`src/sv/qau_pkg.sv`:
```
// ----------------------------------------------------------------------------
// qau_pkg
// Command codes and sequencer states of the quaternion attitude unit.
// ----------------------------------------------------------------------------
`timescale 1ns / 1ps
package qau_pkg;
  typedef enum logic [2:0] {
    CMD_LOAD = 3'd0,
    CMD_POST = 3'd1,
    CMD_PRE  = 3'd2,
    CMD_ROT  = 3'd3,
    CMD_ROTB = 3'd4,
    CMD_CONJ = 3'd5
  } cmd_t;

  typedef enum logic [4:0] {
    ST_IDLE = 5'b00001,
    ST_MUL  = 5'b00010,
    ST_ACC  = 5'b00100,
    ST_FIN  = 5'b01000,
    ST_OUT  = 5'b10000
  } state_t;
endpackage

```
`src/sv/quaternion_attitude_unit.sv`:
```
// ----------------------------------------------------------------------------
// quaternion_attitude_unit
// Holds an attitude quaternion; multiplies, conjugates, loads, rotates vectors.
// ----------------------------------------------------------------------------
// One request at a time. Every product goes through one shift-add multiplier
// that takes one multiplier bit per cycle (QUAT_WIDTH bits, or VEC_WIDTH bits
// for the vector pass). The result register is held until taken; the next
// request is taken only after that.
`timescale 1ns / 1ps
module quaternion_attitude_unit #(
  parameter int QUAT_WIDTH = 18,
  parameter int VEC_WIDTH  = 32
) (
  input  logic        clk,
  input  logic        rst_n,
  input  logic        in_valid,
  output logic        in_stall,
  input  logic [2:0]  in_cmd,
  input  logic signed [17:0] in_op_w,
  input  logic signed [17:0] in_op_x,
  input  logic signed [17:0] in_op_y,
  input  logic signed [17:0] in_op_z,
  input  logic signed [31:0] in_vec_x,
  input  logic signed [31:0] in_vec_y,
  input  logic signed [31:0] in_vec_z,
  output logic        out_valid,
  input  logic        out_stall,
  output logic signed [31:0] out_res_w,
  output logic signed [31:0] out_res_x,
  output logic signed [31:0] out_res_y,
  output logic signed [31:0] out_res_z,
  output logic        out_saturated
);
  import qau_pkg::*;

  localparam int QF  = QUAT_WIDTH - 2;
  // Multiplicand width: matrix elements fit QUAT_WIDTH+4 bits.
  localparam int AW  = QUAT_WIDTH + 4;
  localparam int BW  = (VEC_WIDTH > QUAT_WIDTH) ? VEC_WIDTH : QUAT_WIDTH;
  localparam int PW  = AW + BW;
  localparam int ACW = PW + 4;
  localparam int CW  = $clog2(BW + 1);
  localparam int SW  = 5;

  // Hold attitude, operands, matrix and results.
  logic signed [QUAT_WIDTH-1:0] att_r [4];
  logic signed [QUAT_WIDTH-1:0] op_r [4];
  logic signed [VEC_WIDTH-1:0]  vec_r [3];
  logic signed [AW-1:0]         mat_r [9];
  logic signed [QUAT_WIDTH-1:0] tmp_r [4];
  logic signed [VEC_WIDTH-1:0]  rv_r [3];
  logic [2:0]  cmd_r;
  state_t      st_r, st_nxt;
  logic [SW-1:0] step_r;      // product index in a sum
  logic [4:0]  term_r;        // output term index
  logic [CW-1:0] bit_r;
  logic        phase_r;       // 0 matrix pass, 1 vector pass
  logic signed [PW-1:0] mcand_r;
  logic [BW-1:0]        mplr_r;
  logic                 mneg_r;
  logic signed [PW-1:0] prod_r;
  logic signed [ACW-1:0] acc_r;
  logic        sat_r;
  logic        ov_r;
  logic signed [31:0] res_r [4];

  // Select operands of the current product.
  logic signed [AW-1:0] sel_a;
  logic signed [BW-1:0] sel_b;
  logic                 sel_sub;
  logic [1:0]           nprod;
  logic [CW-1:0]        nbits;
  logic                 is_ham, is_rot;
  logic signed [QUAT_WIDTH-1:0] ha [4], hb [4];
  logic [3:0] mi;
  logic [4:0] sel_term;
  logic [1:0] sel_step;
  logic       sel_phase;
  logic       last_fin, next_fin;

  assign is_ham = (cmd_r == CMD_POST) || (cmd_r == CMD_PRE);
  assign is_rot = (cmd_r == CMD_ROT) || (cmd_r == CMD_ROTB);
  assign nprod  = is_ham ? 2'd3 : (phase_r ? 2'd2 : 2'd1);
  assign nbits  = (is_rot && phase_r) ? CW'(VEC_WIDTH) : CW'(QUAT_WIDTH);

  // Final pass of a sum: store nothing, publish the result.
  assign last_fin = (is_ham && term_r == 5'd4) || (is_rot && phase_r && term_r == 5'd3);
  // Last term stored here; one more pass publishes it.
  assign next_fin = (is_ham && term_r == 5'd3) || (is_rot && phase_r && term_r == 5'd2);

  always_comb begin
    for (int i = 0; i < 4; i++) begin
      ha[i] = (cmd_r == CMD_PRE) ? op_r[i] : att_r[i];
      hb[i] = (cmd_r == CMD_PRE) ? att_r[i] : op_r[i];
    end
  end

  // Index the product that starts next.
  always_comb begin
    sel_term = term_r;
    sel_step = step_r[1:0] + 2'd1;
    sel_phase = phase_r;
    if (st_r == ST_FIN) begin
      sel_step = 2'd0;
      sel_term = term_r + 5'd1;
      if (is_rot && !phase_r && term_r == 5'd8) begin
        sel_term = 5'd0;
        sel_phase = 1'b1;
      end
    end
  end

  // Pick a*b and sign for term t, product p.
  always_comb begin
    logic [1:0] ia, ib;
    sel_a = '0;
    sel_b = '0;
    sel_sub = 1'b0;
    ia = 2'd0;
    ib = 2'd0;
    mi = 4'd0;
    if (is_ham) begin
      case (sel_term[1:0])
        2'd0: begin
          ia = sel_step; ib = sel_step; sel_sub = (sel_step != 2'd0);
        end
        2'd1: begin
          case (sel_step)
            2'd0: begin ia = 2'd0; ib = 2'd1; end
            2'd1: begin ia = 2'd1; ib = 2'd0; end
            2'd2: begin ia = 2'd2; ib = 2'd3; end
            default: begin ia = 2'd3; ib = 2'd2; sel_sub = 1'b1; end
          endcase
        end
        2'd2: begin
          case (sel_step)
            2'd0: begin ia = 2'd0; ib = 2'd2; end
            2'd1: begin ia = 2'd2; ib = 2'd0; end
            2'd2: begin ia = 2'd3; ib = 2'd1; end
            default: begin ia = 2'd1; ib = 2'd3; sel_sub = 1'b1; end
          endcase
        end
        default: begin
          case (sel_step)
            2'd0: begin ia = 2'd0; ib = 2'd3; end
            2'd1: begin ia = 2'd3; ib = 2'd0; end
            2'd2: begin ia = 2'd1; ib = 2'd2; end
            default: begin ia = 2'd2; ib = 2'd1; sel_sub = 1'b1; end
          endcase
        end
      endcase
      sel_a = AW'(ha[ia]);
      sel_b = BW'(hb[ib]);
    end else if (!sel_phase) begin
      case (sel_term[3:0])
        4'd0: begin ia = 2'd0; ib = 2'd0; end
        4'd4: begin ia = 2'd0; ib = 2'd0; end
        4'd8: begin ia = 2'd0; ib = 2'd0; end
        4'd1, 4'd3: begin ia = 2'd1; ib = 2'd2; end
        4'd2, 4'd6: begin ia = 2'd1; ib = 2'd3; end
        default: begin ia = 2'd2; ib = 2'd3; end
      endcase
      if (sel_step[0]) begin
        case (sel_term[3:0])
          4'd0: begin ia = 2'd1; ib = 2'd1; end
          4'd4: begin ia = 2'd2; ib = 2'd2; end
          4'd8: begin ia = 2'd3; ib = 2'd3; end
          4'd1: begin ia = 2'd0; ib = 2'd3; sel_sub = 1'b1; end
          4'd3: begin ia = 2'd0; ib = 2'd3; end
          4'd2: begin ia = 2'd0; ib = 2'd2; end
          4'd6: begin ia = 2'd0; ib = 2'd2; sel_sub = 1'b1; end
          4'd5: begin ia = 2'd0; ib = 2'd1; sel_sub = 1'b1; end
          default: begin ia = 2'd0; ib = 2'd1; end
        endcase
      end
      sel_a = AW'(att_r[ia]);
      sel_b = BW'(att_r[ib]);
    end else begin
      if (cmd_r == CMD_ROTB) mi = 4'(sel_step * 3 + sel_term[1:0]);
      else mi = 4'(sel_term[1:0] * 3 + sel_step);
      sel_a = mat_r[mi];
      sel_b = BW'(vec_r[sel_step]);
    end
  end

  // Saturate accumulator (after shift) to QUAT_WIDTH or VEC_WIDTH; matrix elements are truncated to AW bits.
  logic signed [ACW-1:0] shd;
  logic signed [QUAT_WIDTH-1:0] qclip;
  logic signed [VEC_WIDTH-1:0]  vclip;
  logic signed [AW-1:0]         mclip;
  logic qhit, vhit;
  logic signed [ACW-1:0] dacc;
  assign dacc = (!phase_r && is_rot) ?
      ((acc_r <<< 1) - (ACW'(1) <<< (2 * QF)) * ACW'(term_r[3:0] == 4'd0 ||
        term_r[3:0] == 4'd4 || term_r[3:0] == 4'd8)) : acc_r;
  assign shd = dacc >>> QF;
  always_comb begin
    qhit = (shd > ACW'((1 <<< (QUAT_WIDTH - 1)) - 1)) ||
           (shd < -(ACW'(1) <<< (QUAT_WIDTH - 1)));
    qclip = shd[QUAT_WIDTH-1:0];
    if (qhit) qclip = shd[ACW-1] ? {1'b1, {(QUAT_WIDTH-1){1'b0}}}
                                 : {1'b0, {(QUAT_WIDTH-1){1'b1}}};
    vhit = (shd > ((ACW'(1) <<< (VEC_WIDTH - 1)) - 1)) ||
           (shd < -(ACW'(1) <<< (VEC_WIDTH - 1)));
    vclip = shd[VEC_WIDTH-1:0];
    if (vhit) vclip = shd[ACW-1] ? {1'b1, {(VEC_WIDTH-1){1'b0}}}
                                 : {1'b0, {(VEC_WIDTH-1){1'b1}}};
    mclip = shd[AW-1:0];
  end

  // Conjugate negation with clip.
  logic signed [QUAT_WIDTH:0] cneg [4];
  logic signed [QUAT_WIDTH-1:0] cres [4];
  logic chit;
  always_comb begin
    chit = 1'b0;
    cres[0] = att_r[0];
    cneg[0] = '0;
    for (int i = 1; i < 4; i++) begin
      cneg[i] = -{att_r[i][QUAT_WIDTH-1], att_r[i]};
      cres[i] = cneg[i][QUAT_WIDTH-1:0];
      if (cneg[i][QUAT_WIDTH] != cneg[i][QUAT_WIDTH-1]) begin
        cres[i] = {1'b0, {(QUAT_WIDTH-1){1'b1}}};
        chit = 1'b1;
      end
    end
  end

  assign in_stall  = (st_r != ST_IDLE);
  assign out_valid = (st_r == ST_OUT);
  assign out_res_w = res_r[0];
  assign out_res_x = res_r[1];
  assign out_res_y = res_r[2];
  assign out_res_z = res_r[3];
  assign out_saturated = ov_r;

  // Next state.
  always_comb begin
    st_nxt = st_r;
    case (st_r)
      ST_IDLE: if (in_valid) st_nxt = ST_FIN;
      ST_MUL:  if (bit_r == nbits - CW'(1)) st_nxt = ST_ACC;
      ST_ACC:  if (step_r[1:0] == nprod) st_nxt = ST_FIN;
               else st_nxt = ST_MUL;
      ST_FIN: begin
        if ((!is_ham && !is_rot) || last_fin) st_nxt = ST_OUT;
        else if (next_fin) st_nxt = ST_FIN;
        else st_nxt = ST_MUL;
      end
      ST_OUT:  if (!out_stall) st_nxt = ST_IDLE;
      default: st_nxt = ST_IDLE;
    endcase
  end

  // Control registers.
  always_ff @(posedge clk) begin
    if (!rst_n) begin
      st_r <= ST_IDLE;
      att_r[0] <= QUAT_WIDTH'(1 <<< QF);
      att_r[1] <= '0;
      att_r[2] <= '0;
      att_r[3] <= '0;
    end else begin
      st_r <= st_nxt;
      if (st_r == ST_FIN) begin
        if (cmd_r == CMD_LOAD) att_r <= op_r;
        else if (cmd_r == CMD_CONJ) att_r <= cres;
        else if (is_ham && term_r == 5'd4) att_r <= tmp_r;
      end
    end
  end

  // Datapath: bit-serial shift-add multiplier and accumulator.
  always_ff @(posedge clk) begin
    case (st_r)
      ST_IDLE: begin
        cmd_r <= in_cmd;
        op_r[0] <= QUAT_WIDTH'(in_op_w);
        op_r[1] <= QUAT_WIDTH'(in_op_x);
        op_r[2] <= QUAT_WIDTH'(in_op_y);
        op_r[3] <= QUAT_WIDTH'(in_op_z);
        vec_r[0] <= VEC_WIDTH'(in_vec_x);
        vec_r[1] <= VEC_WIDTH'(in_vec_y);
        vec_r[2] <= VEC_WIDTH'(in_vec_z);
        step_r <= '0;
        phase_r <= 1'b0;
        sat_r <= 1'b0;
        acc_r <= '0;
        bit_r <= '0;
        prod_r <= '0;
        // First state after capture is FIN, which primes the first product.
        term_r <= 5'h1f;
      end
      ST_MUL: begin
        if (mplr_r[0]) prod_r <= prod_r + mcand_r;
        mcand_r <= mcand_r <<< 1;
        mplr_r <= mplr_r >> 1;
        bit_r <= bit_r + CW'(1);
      end
      ST_ACC: begin
        if (mneg_r) acc_r <= acc_r - ACW'(prod_r);
        else acc_r <= acc_r + ACW'(prod_r);
        step_r <= step_r + SW'(1);
        // Prime the next product of this sum.
        if (step_r[1:0] != nprod) begin
          bit_r <= '0;
          prod_r <= '0;
        end
      end
      ST_FIN: begin
        // Store the finished term (term_r of all ones means none yet).
        if (term_r != 5'h1f && !last_fin) begin
          if (is_ham) begin
            tmp_r[term_r[1:0]] <= qclip;
            sat_r <= sat_r | qhit;
          end else if (!phase_r) begin
            mat_r[term_r[3:0]] <= mclip;
          end else begin
            rv_r[term_r[1:0]] <= vclip;
            sat_r <= sat_r | vhit;
          end
        end
        acc_r <= '0;
        step_r <= '0;
        bit_r <= '0;
        prod_r <= '0;
        if (is_rot && !phase_r && term_r == 5'd8) begin
          phase_r <= 1'b1;
          term_r <= '0;
        end else begin
          term_r <= term_r + 5'd1;
        end
        // Results.
        if (!is_ham && !is_rot) begin
          for (int i = 0; i < 4; i++)
            res_r[i] <= 32'(signed'(cmd_r == CMD_LOAD ? op_r[i] :
                                    cmd_r == CMD_CONJ ? cres[i] : att_r[i]));
          ov_r <= (cmd_r == CMD_CONJ) && chit;
        end else if (is_ham) begin
          for (int i = 0; i < 4; i++) res_r[i] <= 32'(signed'(tmp_r[i]));
          ov_r <= sat_r;
        end else begin
          res_r[0] <= '0;
          for (int i = 0; i < 3; i++) res_r[i+1] <= 32'(signed'(rv_r[i]));
          ov_r <= sat_r;
        end
      end
      default: ;
    endcase
    // Load multiplier operands whenever a product starts.
    if ((st_r == ST_FIN || st_r == ST_ACC) && st_nxt == ST_MUL) begin
      mcand_r <= PW'(sel_a);
      mplr_r  <= sel_b[BW-1] ? BW'(-sel_b) : BW'(sel_b);
      mneg_r  <= sel_b[BW-1] ^ sel_sub;
    end
  end
endmodule

```
`config.mk`:
```
export PLATFORM = sky130hd
export DESIGN_NAME = quaternion_attitude_unit
export DESIGN_NICKNAME = d
export VERILOG_FILES = /design/src/sv/qau_pkg.sv /design/src/sv/quaternion_attitude_unit.sv
export SDC_FILE = /design/constraint.sdc
export NUM_CORES = 2
export LEC_CHECK = 0
export CAP_MARGIN = 10
export CORE_ASPECT_RATIO = 0.8
export CORE_UTILIZATION = 40
export DETAILED_ROUTE_END_ITERATION = 10
export DONT_BUFFER_PORTS = 1
export PLACE_DENSITY = 0.58
export SYNTH_ARGS = -nofsm -noshare
export SYNTH_HDL_FRONTEND = slang
export SYNTH_SLANG_ARGS = --single-unit
```
`constraint.sdc`:
```
create_clock -name clk -period 10.1 [get_ports clk]
set_input_delay 2.02 -clock clk [delete_from_list [all_inputs] [get_ports clk]]
set_output_delay 2.02 -clock clk [all_outputs]
set_load 0.02 [all_outputs]
```
==> metrics.txt <==
uppermost routed layer=met5; fin nets=a little over 5000; Tmin final=7270 ps; initial antenna violation count=20; commonest non-fill, non-tap cell in the layout=edfxtp_1; RSZ-0062 raised after global routing=false; Max Slew Vio Count=0; Layout area overhead=9.78%; Overflow after GRT=0; Yosys top cell area share=between 40% and 50%; Clock Root Buffer=clkbuf_16; most frequent cells in the layout=edfxtp_1, nand2_1, nor2_1; final setup fails=0; WL/cell=about 29 um; Metal-1 WL=around 80000 um; Die W=a little over 400 um; setup bufs post-CTS=0; worst reg2reg setup slack=about 2800 ps; Most used DFF post-synth=edfxtp_1; Vias/cell=about 6.2; Crit Path Max Fanout=54; unique cell type count in the Yosys netlist=about 110; clk buf depth=3; Synth Net Count=about 5200; die height=324 um; full die area=~130000 um2; Final Non-Filler Cells=between 6000 and 7000; # rows=roughly 120; leakage dissipation=between 0.02 and 0.025 uW; Worst Tran Pin Value=roughly 1300 ps; Synth Instances=~4900; worst clock skew=between 40 and 50 ps; vias in the first global route=around 37000; CP required=10590 ps; H-Tree Level Count=3; Max Fclk=between 100 and 150 MHz; DP Wirelength=between 100000 and 150000 um; FF-to-FF path depth=18; I/O pin count=between 300 and 400; Crit Path Category=reg2reg; CTS sink cnt=approximately 940; Synth async-reset ratio=0%; largest cells by area after synthesis=edfxtp_1, nand2_1, dfxtp_1; Worst IR Drop VDD=about 0.37 mV; gr usage total=28.4%; Startpoint Class=flip-flop; Fin. Hold Viols=0; yosys warns=0; Met3 Wirelength=about 25000 um; worst hold path depth=1; area leader, netlist=edfxtp_1; # hold bufs at CTS=0; mean post-synth cell area=10.5 um2; Hold Path Class=reg2reg; Slew Limit Headroom=12.2%; layout cells sized above 1=under 10%; placed cell count=approximately 6400; antenna viol nets, final=0; total routed wirelength=between 150000 and 200000 um; first-pass GRT wire length=about 270000 um; post_cts resized=0; Setup TNS=0 ps; Pwr Total=approximately 18000 uW; Mapped Area=51800 um2; max-cap violation count=0; Seq cells post-synth=943; Detailed Routing Iterations Pass 1=7; number of synthesized flops with an enable pin=roughly 850; met2 WL=around 77000 um; DR vias=~41000; worst r2r src=st_r[1]; core area=between 100000 and 150000 um2; status=finished, final reports clean; Layout Utilization=between 40% and 50%; final estimated routing congestion in global placement=slightly above 1; Final period util=72.0%; worst skew pair latency=about 770 ps; largest net degree at the start of global routing=87; Arr. time, crit path=~7800 ps; Initial Utilization=around 41%; FF-to-FF End=mplr_r[27]; CTS tree=done; number of port buffers=0; P per Cell Area=about 320 nW/um2; hold path start=rv_r[2][19]; Hold Path Sink=res_r[3][19]; clk slew on worst S/H paths=approximately 60 ps; initial drt markers=~5700; Hold Slack=~510 ps; CTS buffer count=approximately 100; register area share after synthesis=52.8%; DR DRC count=0; critical path endpoint category=flip-flop
per-stage QoR:
step	instance area (um2)	worst slack, ps
floorplan	51800	2520
global placement	53500	3000
detailed placement	53500	2950
CTS	56900	2910
global route	56900	2320
finish	56900	2830
registers in the layout (all words and copies together), names as in the netlist, 58 cells and up:
register,flops
tmp_r,72
op_r,72
vec_r,96
mat_r,198
att_r,72
res_r,114
rv_r,96
acc_r,58
routing by layer:
metal  vias up  global-route usage (%)
li1      18100                       -
met5         -                   0.475
met2      2359                    39.5
met3       349                    11.1
met1     20000                    40.0
met4        18                    9.42
cells by family after synthesis:
group	count (synthesis)	share of synthesized area, %
and+or+nand+nor	1503	12.9
AOI/OAI and AO/OA	1408	17.6
DFF	943	52.8
buffers and inverters	468	3.60
xor gates and xnor gates	242	4.09
muxes	224	5.51
adders and majority gates	143	3.54
cell usage after synthesis (31+ instances only):
master / instances
nor2_1: 404
a21oi_1: 360
xor2_1: 106
nor3_1: 86
mux2i_1: 156
nand2_1: 642
nand3_1: 97
ha_1: 137
clkbuf_1: 280
a211oi_1: 54
a21o_1: 154
and2_1: 36
edfxtp_1: 848
xnor2_1: 136
mux4_2: 47
o21bai_1: 31
dfxtp_1: 95
nor4_1: 31
o21ai_0: 326
a22oi_1: 37
and3_1: 53
a31oi_1: 125
inv_1: 114
o211ai_1: 50
worst max-delay path, stage by stage (launching register included):
cell and delay, ps:
dfxtp_1 650, clkinv_1 410, nand2_2 270, buf_4 540
inv_1 120, nand2_1 90, o21a_1 170, ha_1 420
inv_1 170, a211oi_1 250, o21ai_1 220, a21oi_1 1080
a22oi_1 230, o211ai_1 170, a311o_1 290, nand4b_1 200
nor4b_2 1030, a2111oi_0 260, a311o_1 380
final cells by class:
class / instances / area (um2)
Multi-Input combinational cell: 3520 / 22900
Antenna cell: 10 / 25.0
Sequential cell: 943 / 27400
Timing Repair Buffer: 97 / 728
Clock buffer: 118 / 2590
Tap cell: 1725 / 2160
Clock inverter: 64 / 731
Fill cell: 12000 / 71000
Inverter: 117 / 447
worst max path at each step:
stage | startpoint | to | cells past startpoint | slack (ps)
after floorplan | st_r[1] | acc_r[0] | 9 | 2520
after global placement | st_r[1] | mplr_r[27] | 18 | 3000
after detailed placement | st_r[1] | mplr_r[27] | 18 | 2950
after CTS | st_r[1] | mplr_r[27] | 18 | 2910
after global routing | st_r[1] | mplr_r[27] | 18 | 2320
final | st_r[1] | mplr_r[27] | 18 | 2830
where the power goes:
group	switching [uW]	total (uW)	leakage, uW	internal, uW
sequential	712	5920	0.00881	5200
combinational	5510	8610	0.0107	3100
clock	1680	3820	0.00159	2130
total	7910	18300	0.0211	10400
(Power assumes the default switching activity.)
